==> src/rtl/avm_pkg.sv <==
// shared types, constants and state codes of the averaging voltmeter
package avm_pkg;

   localparam int CodeWidth    = 12;
   localparam int GroupWidth   = 14;
   localparam int TotalWidth   = 16;
   localparam int RefWidth     = 13;
   localparam int ProdWidth    = TotalWidth + RefWidth;
   localparam int MvShift      = 15;            // divide by 2048 * 16
   localparam int MvWidth      = 14;
   localparam int GroupLast    = 3;             // four codes per group
   localparam int TotalLast    = 15;            // sixteen groups per line

   localparam logic [RefWidth-1:0]   RefMvReset = 13'd3300;
   localparam logic [CodeWidth:0]    GroupLimit = 13'd4096;
   localparam logic [MvWidth-1:0]    Thousand   = 14'd1000;
   localparam logic [MvWidth-1:0]    Hundred    = 14'd100;
   localparam logic [MvWidth-1:0]    Ten        = 14'd10;
   localparam logic [7:0]            AsciiZero  = 8'h30;
   localparam logic [7:0]            AsciiDot   = 8'h2E;
   localparam logic [7:0]            AsciiV     = 8'h76;
   localparam logic [7:0]            LineEnd    = 8'h0A;

   typedef struct packed {
      logic [7:0] adc_high;
      logic [7:0] adc_low;
   } req_type;

   typedef struct packed {
      logic [7:0] out_char;
      logic       last_char;
   } rsp_type;

   // one finished line waiting for formatting
   typedef struct packed {
      logic [TotalWidth-1:0] total;
      logic [RefWidth-1:0]   ref_mv;
   } line_type;

   typedef enum logic [2:0] {
      BK_IDLE,
      BK_MUL,
      BK_THOU,
      BK_HUND,
      BK_TENS,
      BK_EMIT
   } back_state_type;

   typedef enum logic [2:0] {
      CH_ONES,
      CH_DOT,
      CH_HUND,
      CH_TENS,
      CH_UNITS,
      CH_VOLT,
      CH_END
   } char_sel_type;

endpackage

==> src/rtl/avm_front.sv <==
// sample accumulation: joins bytes into codes, sums groups and lines
module avm_front (
   input  logic                  clock,
   input  logic                  reset,
   input  logic                  req_valid,
   output logic                  req_ready,
   input  avm_pkg::req_type      req_data,
   input  logic                  csr_wr_en,
   input  logic [12:0]           csr_wr_data,
   output logic                  push_valid,
   input  logic                  push_ready,
   output avm_pkg::line_type     push_data
);
   import avm_pkg::*;

   logic [RefWidth-1:0]   ref_mv_ff,      ref_mv_in;
   logic [GroupWidth-1:0] group_sum_ff,   group_sum_in;
   logic [1:0]            group_count_ff, group_count_in;
   logic [TotalWidth-1:0] total_sum_ff,   total_sum_in;
   logic [3:0]            total_count_ff, total_count_in;

   logic [CodeWidth-1:0]  code;
   logic [GroupWidth-1:0] sum_new;
   logic [CodeWidth-1:0]  grp;
   logic [TotalWidth-1:0] total_new;
   logic                  group_done;
   logic                  line_done;
   logic                  accept;

   assign group_done = (group_count_ff == 2'(GroupLast));
   assign line_done  = group_done && (total_count_ff == 4'(TotalLast));
   // only the sample that closes a line needs room in the queue
   assign req_ready  = push_ready || !line_done;
   assign accept     = req_valid && req_ready;

   always_comb begin
      code      = {req_data.adc_high, req_data.adc_low[7:4]};
      sum_new   = group_sum_ff + GroupWidth'(code);
      grp       = sum_new[GroupWidth-1:2];
      if ({1'b0, grp} > GroupLimit) begin
         grp = '0;
      end
      total_new = total_sum_ff + TotalWidth'(grp);

      ref_mv_in      = csr_wr_en ? csr_wr_data : ref_mv_ff;
      group_sum_in   = group_sum_ff;
      group_count_in = group_count_ff;
      total_sum_in   = total_sum_ff;
      total_count_in = total_count_ff;

      if (accept) begin
         if (!group_done) begin
            group_sum_in   = sum_new;
            group_count_in = group_count_ff + 2'd1;
         end else begin
            group_sum_in   = '0;
            group_count_in = '0;
            if (line_done) begin
               total_sum_in   = '0;
               total_count_in = '0;
            end else begin
               total_sum_in   = total_new;
               total_count_in = total_count_ff + 4'd1;
            end
         end
      end

      push_valid       = accept && line_done;
      push_data.total  = total_new;
      push_data.ref_mv = ref_mv_ff;
   end

   always_ff @(posedge clock) begin
      if (reset) begin
         ref_mv_ff      <= RefMvReset;
         group_sum_ff   <= '0;
         group_count_ff <= '0;
         total_sum_ff   <= '0;
         total_count_ff <= '0;
      end else begin
         ref_mv_ff      <= ref_mv_in;
         group_sum_ff   <= group_sum_in;
         group_count_ff <= group_count_in;
         total_sum_ff   <= total_sum_in;
         total_count_ff <= total_count_in;
      end
   end

endmodule

==> src/rtl/avm_queue.sv <==
// two-entry queue of finished lines between accumulation and formatting
module avm_queue (
   input  logic                  clock,
   input  logic                  reset,
   input  logic                  push_valid,
   output logic                  push_ready,
   input  avm_pkg::line_type     push_data,
   output logic                  pop_valid,
   input  logic                  pop_ready,
   output avm_pkg::line_type     pop_data
);
   import avm_pkg::*;

   line_type    entry_ff [2];
   logic        wr_ptr_ff, wr_ptr_in;
   logic        rd_ptr_ff, rd_ptr_in;
   logic [1:0]  count_ff,  count_in;
   logic        do_push;
   logic        do_pop;

   assign push_ready = (count_ff != 2'd2);
   assign pop_valid  = (count_ff != 2'd0);
   assign pop_data   = entry_ff[rd_ptr_ff];
   assign do_push    = push_valid && push_ready;
   assign do_pop     = pop_valid && pop_ready;

   always_comb begin
      wr_ptr_in = do_push ? !wr_ptr_ff : wr_ptr_ff;
      rd_ptr_in = do_pop  ? !rd_ptr_ff : rd_ptr_ff;
      count_in  = count_ff + 2'(do_push) - 2'(do_pop);
   end

   always_ff @(posedge clock) begin
      if (reset) begin
         wr_ptr_ff <= 1'b0;
         rd_ptr_ff <= 1'b0;
         count_ff  <= '0;
      end else begin
         wr_ptr_ff <= wr_ptr_in;
         rd_ptr_ff <= rd_ptr_in;
         count_ff  <= count_in;
      end
   end

   always_ff @(posedge clock) begin
      if (do_push) begin
         entry_ff[wr_ptr_ff] <= push_data;
      end
   end

endmodule

==> src/rtl/avm_back.sv <==
// line formatting: scale to millivolts, split into digits, send characters
module avm_back (
   input  logic                  clock,
   input  logic                  reset,
   input  logic                  pop_valid,
   output logic                  pop_ready,
   input  avm_pkg::line_type     pop_data,
   output logic                  rsp_valid,
   input  logic                  rsp_ready,
   output avm_pkg::rsp_type      rsp_data
);
   import avm_pkg::*;

   back_state_type        state_ff, state_in;
   logic [TotalWidth-1:0] total_ff, total_in;
   logic [RefWidth-1:0]   ref_ff,   ref_in;
   logic [MvWidth-1:0]    rem_ff,   rem_in;
   logic [4:0]            ones_ff,  ones_in;
   logic [3:0]            hund_ff,  hund_in;
   logic [3:0]            tens_ff,  tens_in;
   char_sel_type          sel_ff,   sel_in;
   logic [ProdWidth-1:0]  prod;

   assign prod = ProdWidth'(total_ff) * ProdWidth'(ref_ff);

   always_comb begin
      state_in  = state_ff;
      total_in  = total_ff;
      ref_in    = ref_ff;
      rem_in    = rem_ff;
      ones_in   = ones_ff;
      hund_in   = hund_ff;
      tens_in   = tens_ff;
      sel_in    = sel_ff;
      pop_ready = 1'b0;
      rsp_valid = 1'b0;

      case (sel_ff)
         CH_ONES:  rsp_data.out_char = AsciiZero + 8'(ones_ff);
         CH_DOT:   rsp_data.out_char = AsciiDot;
         CH_HUND:  rsp_data.out_char = AsciiZero + 8'(hund_ff);
         CH_TENS:  rsp_data.out_char = AsciiZero + 8'(tens_ff);
         CH_UNITS: rsp_data.out_char = AsciiZero + 8'(rem_ff[3:0]);
         CH_VOLT:  rsp_data.out_char = AsciiV;
         CH_END:   rsp_data.out_char = LineEnd;
         default:  rsp_data.out_char = LineEnd;
      endcase
      rsp_data.last_char = (sel_ff == CH_END);

      case (state_ff)
         BK_IDLE: begin
            pop_ready = 1'b1;
            if (pop_valid) begin
               total_in = pop_data.total;
               ref_in   = pop_data.ref_mv;
               state_in = BK_MUL;
            end
         end
         BK_MUL: begin
            rem_in   = prod[MvShift +: MvWidth];
            ones_in  = '0;
            hund_in  = '0;
            tens_in  = '0;
            state_in = BK_THOU;
         end
         // digits by repeated subtraction
         BK_THOU: begin
            if (rem_ff >= Thousand) begin
               rem_in  = rem_ff - Thousand;
               ones_in = ones_ff + 5'd1;
            end else begin
               state_in = BK_HUND;
            end
         end
         BK_HUND: begin
            if (rem_ff >= Hundred) begin
               rem_in  = rem_ff - Hundred;
               hund_in = hund_ff + 4'd1;
            end else begin
               state_in = BK_TENS;
            end
         end
         BK_TENS: begin
            if (rem_ff >= Ten) begin
               rem_in  = rem_ff - Ten;
               tens_in = tens_ff + 4'd1;
            end else begin
               sel_in   = CH_ONES;
               state_in = BK_EMIT;
            end
         end
         BK_EMIT: begin
            rsp_valid = 1'b1;
            if (rsp_ready) begin
               if (sel_ff == CH_END) begin
                  state_in = BK_IDLE;
               end else begin
                  sel_in = char_sel_type'(sel_ff + 3'd1);
               end
            end
         end
         default: begin
            state_in = BK_IDLE;
         end
      endcase
   end

   always_ff @(posedge clock) begin
      if (reset) begin
         state_ff <= BK_IDLE;
         sel_ff   <= CH_ONES;
      end else begin
         state_ff <= state_in;
         sel_ff   <= sel_in;
      end
   end

   always_ff @(posedge clock) begin
      total_ff <= total_in;
      ref_ff   <= ref_in;
      rem_ff   <= rem_in;
      ones_ff  <= ones_in;
      hund_ff  <= hund_in;
      tens_ff  <= tens_in;
   end

endmodule

==> src/rtl/adc_average_voltmeter_ascii.sv <==
// top level of the averaging voltmeter with ascii line output
//
//   channel  direction  handshake           payload
//   req      in         req_valid/ready     req_data (adc_high, adc_low)
//   rsp      out        rsp_valid/ready     rsp_data (out_char, last_char)
//   csr      in         csr_wr_en           csr_wr_data (ref_mv)
//
// one sample is taken per cycle, but for a line-closing sample stalled on a full queue; every 64th sample closes a line
// in the formatter a line goes through a multiply, then digit
// subtraction loops of up to 16, 9 and 9 steps, and then 7 transactions on rsp
// two finished lines can wait in the queue; the sample that closes a line
// stalls only while the queue is full
// reset clears sums, counters and the queue and sets ref_mv to 3300
module adc_average_voltmeter_ascii (
   input  logic                  clock,
   input  logic                  reset,
   input  logic                  req_valid,
   output logic                  req_ready,
   input  avm_pkg::req_type      req_data,
   output logic                  rsp_valid,
   input  logic                  rsp_ready,
   output avm_pkg::rsp_type      rsp_data,
   input  logic                  csr_wr_en,
   input  logic [12:0]           csr_wr_data
);
   import avm_pkg::*;

   logic     push_valid;
   logic     push_ready;
   line_type push_data;
   logic     pop_valid;
   logic     pop_ready;
   line_type pop_data;

   avm_front u_front (
      .clock       (clock),
      .reset       (reset),
      .req_valid   (req_valid),
      .req_ready   (req_ready),
      .req_data    (req_data),
      .csr_wr_en   (csr_wr_en),
      .csr_wr_data (csr_wr_data),
      .push_valid  (push_valid),
      .push_ready  (push_ready),
      .push_data   (push_data)
   );

   avm_queue u_queue (
      .clock      (clock),
      .reset      (reset),
      .push_valid (push_valid),
      .push_ready (push_ready),
      .push_data  (push_data),
      .pop_valid  (pop_valid),
      .pop_ready  (pop_ready),
      .pop_data   (pop_data)
   );

   avm_back u_back (
      .clock     (clock),
      .reset     (reset),
      .pop_valid (pop_valid),
      .pop_ready (pop_ready),
      .pop_data  (pop_data),
      .rsp_valid (rsp_valid),
      .rsp_ready (rsp_ready),
      .rsp_data  (rsp_data)
   );

endmodule
==> config.mk <==
export PLATFORM = sky130hd
export DESIGN_NAME = adc_average_voltmeter_ascii
export DESIGN_NICKNAME = d
export VERILOG_FILES = /design/src/rtl/avm_pkg.sv /design/src/rtl/avm_front.sv /design/src/rtl/avm_queue.sv /design/src/rtl/avm_back.sv /design/src/rtl/adc_average_voltmeter_ascii.sv
export SDC_FILE = /design/constraint.sdc
export NUM_CORES = 1
export LEC_CHECK = 0
export ABC_AREA = 0
export BUFFER_PORTS_ARGS = -buffer_cell sky130_fd_sc_hd__clkbuf_2
export CORE_ASPECT_RATIO = 1.75
export CORE_MARGIN = 10
export CORE_UTILIZATION = 45
export DETAILED_ROUTE_END_ITERATION = 8
export PLACE_DENSITY_LB_ADDON = 0.12
export SKIP_LAST_GASP = 1
export SLEW_MARGIN = 20
export SYNTH_ARGS = -nofsm -noshare
export SYNTH_HDL_FRONTEND = slang
export SYNTH_SLANG_ARGS = --single-unit
==> constraint.sdc <==
create_clock -name clock -period 5.4 [get_ports clock]
set_input_delay 0.54 -clock clock [delete_from_list [all_inputs] [get_ports clock]]
set_output_delay 0.54 -clock clock [all_outputs]
set_load 0.01 [all_outputs]
==> run metrics <==
status finished, violations left; failing checks setup timing; Achievable Freq 185 MHz; Worst setup EP type flop; final hold violation count 0; R2R setup slack -0.008 ns; RSZ-0062 raised after global routing true; final net count about 2000; vias per std cell approximately 5.2; Synth area leaders edfxtp_1 (22%), fa_1 (20%), ha_1 (9.5%), dfxtp_1 (7.8%), inv_1 (5.5%); first-pass GRT wire length 61.5 mm; initial antenna violation count 0; initial DRC count approximately 530; Num CTS Buffers 17; Post-synth EDFFs around 110; CP Max Fanout 6; sequential area share after synthesis 0.303; Gate Count Post-Synth 1566; async set-reset flop share out of synthesis 0; core area ~34000 um2; Post-synth top cells inv_1 (222), nand2_1 (175), fa_1 (155), ha_1 (116), edfxtp_1 (114); Yosys warnings 0; routed vias roughly 11000; Post-CTS Hold Buffers 0; ANT cells 0; critical path class flop to flop; post-synthesis net count 1871; reg-to-reg endpoint u_back.rem_ff[2]; Max-slew headroom 0.379; IO Port Bufs 39; DR WL/cell between 15 and 20 um; Final ANT Viol Nets 0; DRC Markers 0; final wirelength ~37 mm; H-tree levels 4; pre-CTS WS -0.308 ns; Top Ports 45; worst r2r src u_back.total_ff[8]; # rows 89; Clock Tree Buf Depth 2; number of global-route vias before repair about 12000; Slew Limit Fails 0; total of max-cap violations 0; HPWL Detailed roughly 30 mm; Clock transition at path regs approximately 0.08 ns; #FFs+latches synth around 170; critical path required time approximately 5.6 ns; CTS root buffer clkbuf_16; Clock Skew between 0.015 and 0.02 ns; Post-Syn Area ~15000 um2; largest net degree at the start of global routing 56; crit path to u_back.rem_ff[2]; gpl congestion a little under 0.9; Final Setup Violations 2; post-route clock period utilization 1.00; Least-Margin Pin Slew just over 0.9 ns; top cell type's share of synthesized area 0.225; Initial Utilization 0.454; Final min period between 5 and 6 ns; Syn Area/Cell slightly below 10 um2; area leader, netlist edfxtp_1; clock latency on the worst-skew pair around 0.46 ns; CTS tree done; GR Overflow Total 0; Synth cell types 75; ratio of cells with drive above 1 in the final layout 0.204; FF-to-FF path depth 21; All-Layer GR Usage 0.182; synth-to-layout area growth 17.9%; Top FF cell, synth edfxtp_1; Die Ht around 260 um; CTS Sinks approximately 170; TritonRoute pass-1 iters 7; worst setup margin -0.00776 ns; critical path arrival approximately 5.6 ns; die span in x roughly 160 um; Worst setup SP type flop; most common cell in the netlist inv_1; Die ar. ~42000 um2; worst hold path type primary input to flop; Critical Path Start u_back.total_ff[8]
==> sequential cells by signal, indices dropped and copies added, names as in the netlist <==
name and cells:
u_back.ones_ff 5, u_back.ref_ff 13, u_queue.wr_ptr_ff 1, u_front.group_sum_ff 14, u_front.ref_mv_ff 13, u_queue.count_ff 2
u_queue.entry_ff 58, u_front.total_count_ff 4, u_back.state_ff 3, u_queue.rd_ptr_ff 1, u_front.group_count_ff 2, u_back.rem_ff 14
u_back.sel_ff 3, u_back.tens_ff 4, u_back.total_ff 16, u_back.hund_ff 4, u_front.total_sum_ff 16
==> cells by family (layout without fill, tap and decap cells) <==
logic type	Yosys count	count (layout)	synth area share
mux	50	50	0.0355
compound gates	234	234	0.102
simple gates	489	489	0.153
flops	173	173	0.303
xor+xnor	60	60	0.0345
fa+ha+maj	271	271	0.299
buf+inv	288	440	0.0728
other cells	1	1	0.000246
==> metal layers <==
metal	wire length [um]	track usage	part of all wire
met5	0	0	0
met1	13200	0.178	0.35
met4	1690	0.0844	0.045
met3	645	0.0183	0.017
met2	21800	0.368	0.58
==> worst min path at each step <==
| stage | startpoint | endpoint | slack (ns) | cells after the start |
|---|---|---|---|---|
| after floorplan | u_front.ref_mv_ff[0] | u_queue.entry_ff[0][0] | 0.42 | 0 |
| after global placement | u_front.ref_mv_ff[4] | u_queue.entry_ff[1][4] | 0.44 | 0 |
| after detailed placement | u_front.ref_mv_ff[4] | u_queue.entry_ff[0][4] | 0.45 | 0 |
| after CTS | csr_wr_data[11] | u_front.ref_mv_ff[11] | 0.29 | 3 |
| after global routing | csr_wr_data[7] | u_front.ref_mv_ff[7] | 0.30 | 3 |
| final | csr_wr_data[11] | u_front.ref_mv_ff[11] | 0.31 | 3 |
==> area by class of cell <==
type / count / area, um2
Fill cell: 3070 / 15600
Multi-Input combinational cell: 1105 / 9920
Sequential cell: 173 / 4600
Timing Repair Buffer: 186 / 1370
Inverter: 222 / 833
Tap cell: 455 / 569
Clock buffer: 17 / 425
Clock inverter: 15 / 216
==> cell usage in the layout (no fill, tap or decap), types with 5 or more instances in the layout <==
master / instances
or3_1: 5
fa_2: 11
o21ai_1: 6
xnor2_1: 37
inv_2: 15
mux2_2: 32
dfxtp_1: 59
and3_1: 5
ha_4: 13
nand2_1: 173
and2_1: 86
nand2b_1: 5
fa_1: 144
xor2_1: 21
nor3_1: 17
a21oi_2: 9
mux2i_1: 18
nand3_1: 36
o21bai_1: 9
buf_4: 129
a22oi_1: 19
a21oi_1: 54
edfxtp_1: 114
inv_12: 5
clkbuf_2: 39
inv_1: 207
buf_6: 16
a211oi_1: 5
o21ai_0: 31
a31oi_1: 7
nor2_1: 107
clkinv_8: 6
o211ai_1: 8
a21o_1: 18
o22ai_1: 8
and2_4: 13
ha_1: 103
nand4_1: 11
clkbuf_16: 17
==> worst max-delay path, cell delays in order (launching register included) <==
cell and delay (ns):
edfxtp_1 0.54, buf_4 0.20, and2_4 0.13, fa_1 0.51, inv_2 0.04, fa_1 0.49
inv_1 0.05, fa_1 0.46, fa_1 0.55, inv_1 0.06, fa_1 0.49, inv_2 0.05
ha_4 0.16, a21oi_2 0.17, buf_4 0.14, o211ai_1 0.12, a21oi_2 0.25, and2_4 0.20
xnor2_2 0.11, buf_4 0.15, o21ai_0 0.08, a22o_1 0.21
==> stage by stage <==
stage / instances / utilization / hold WS [ns] / TNS, ns / area, um2
2_1_floorplan: 1566 / - / 0.425 / 0 / 15200
3_3_place_gp: 2095 / 0.492 / 0.438 / -1.77 / 16500
3_5_place_dp: 2095 / 0.492 / 0.448 / -2.06 / 16500
4_1_cts: 2164 / 0.528 / 0.293 / -0.0465 / 17700
5_1_grt: 2173 / 0.535 / 0.296 / -1.46 / 17900
6_report: 2173 / 0.535 / 0.305 / -0.0151 / 17900
==> repair_timing <==
item	in CTS	in global routing
resized for setup	74	43
pin swaps	74	54
cloned	0	1
endpoints found under the setup margin	12	13
buffers inserted	37	9
Power is not shown: default switching activity piles up to over one toggle a cycle in this logic, so the estimate is an artifact.
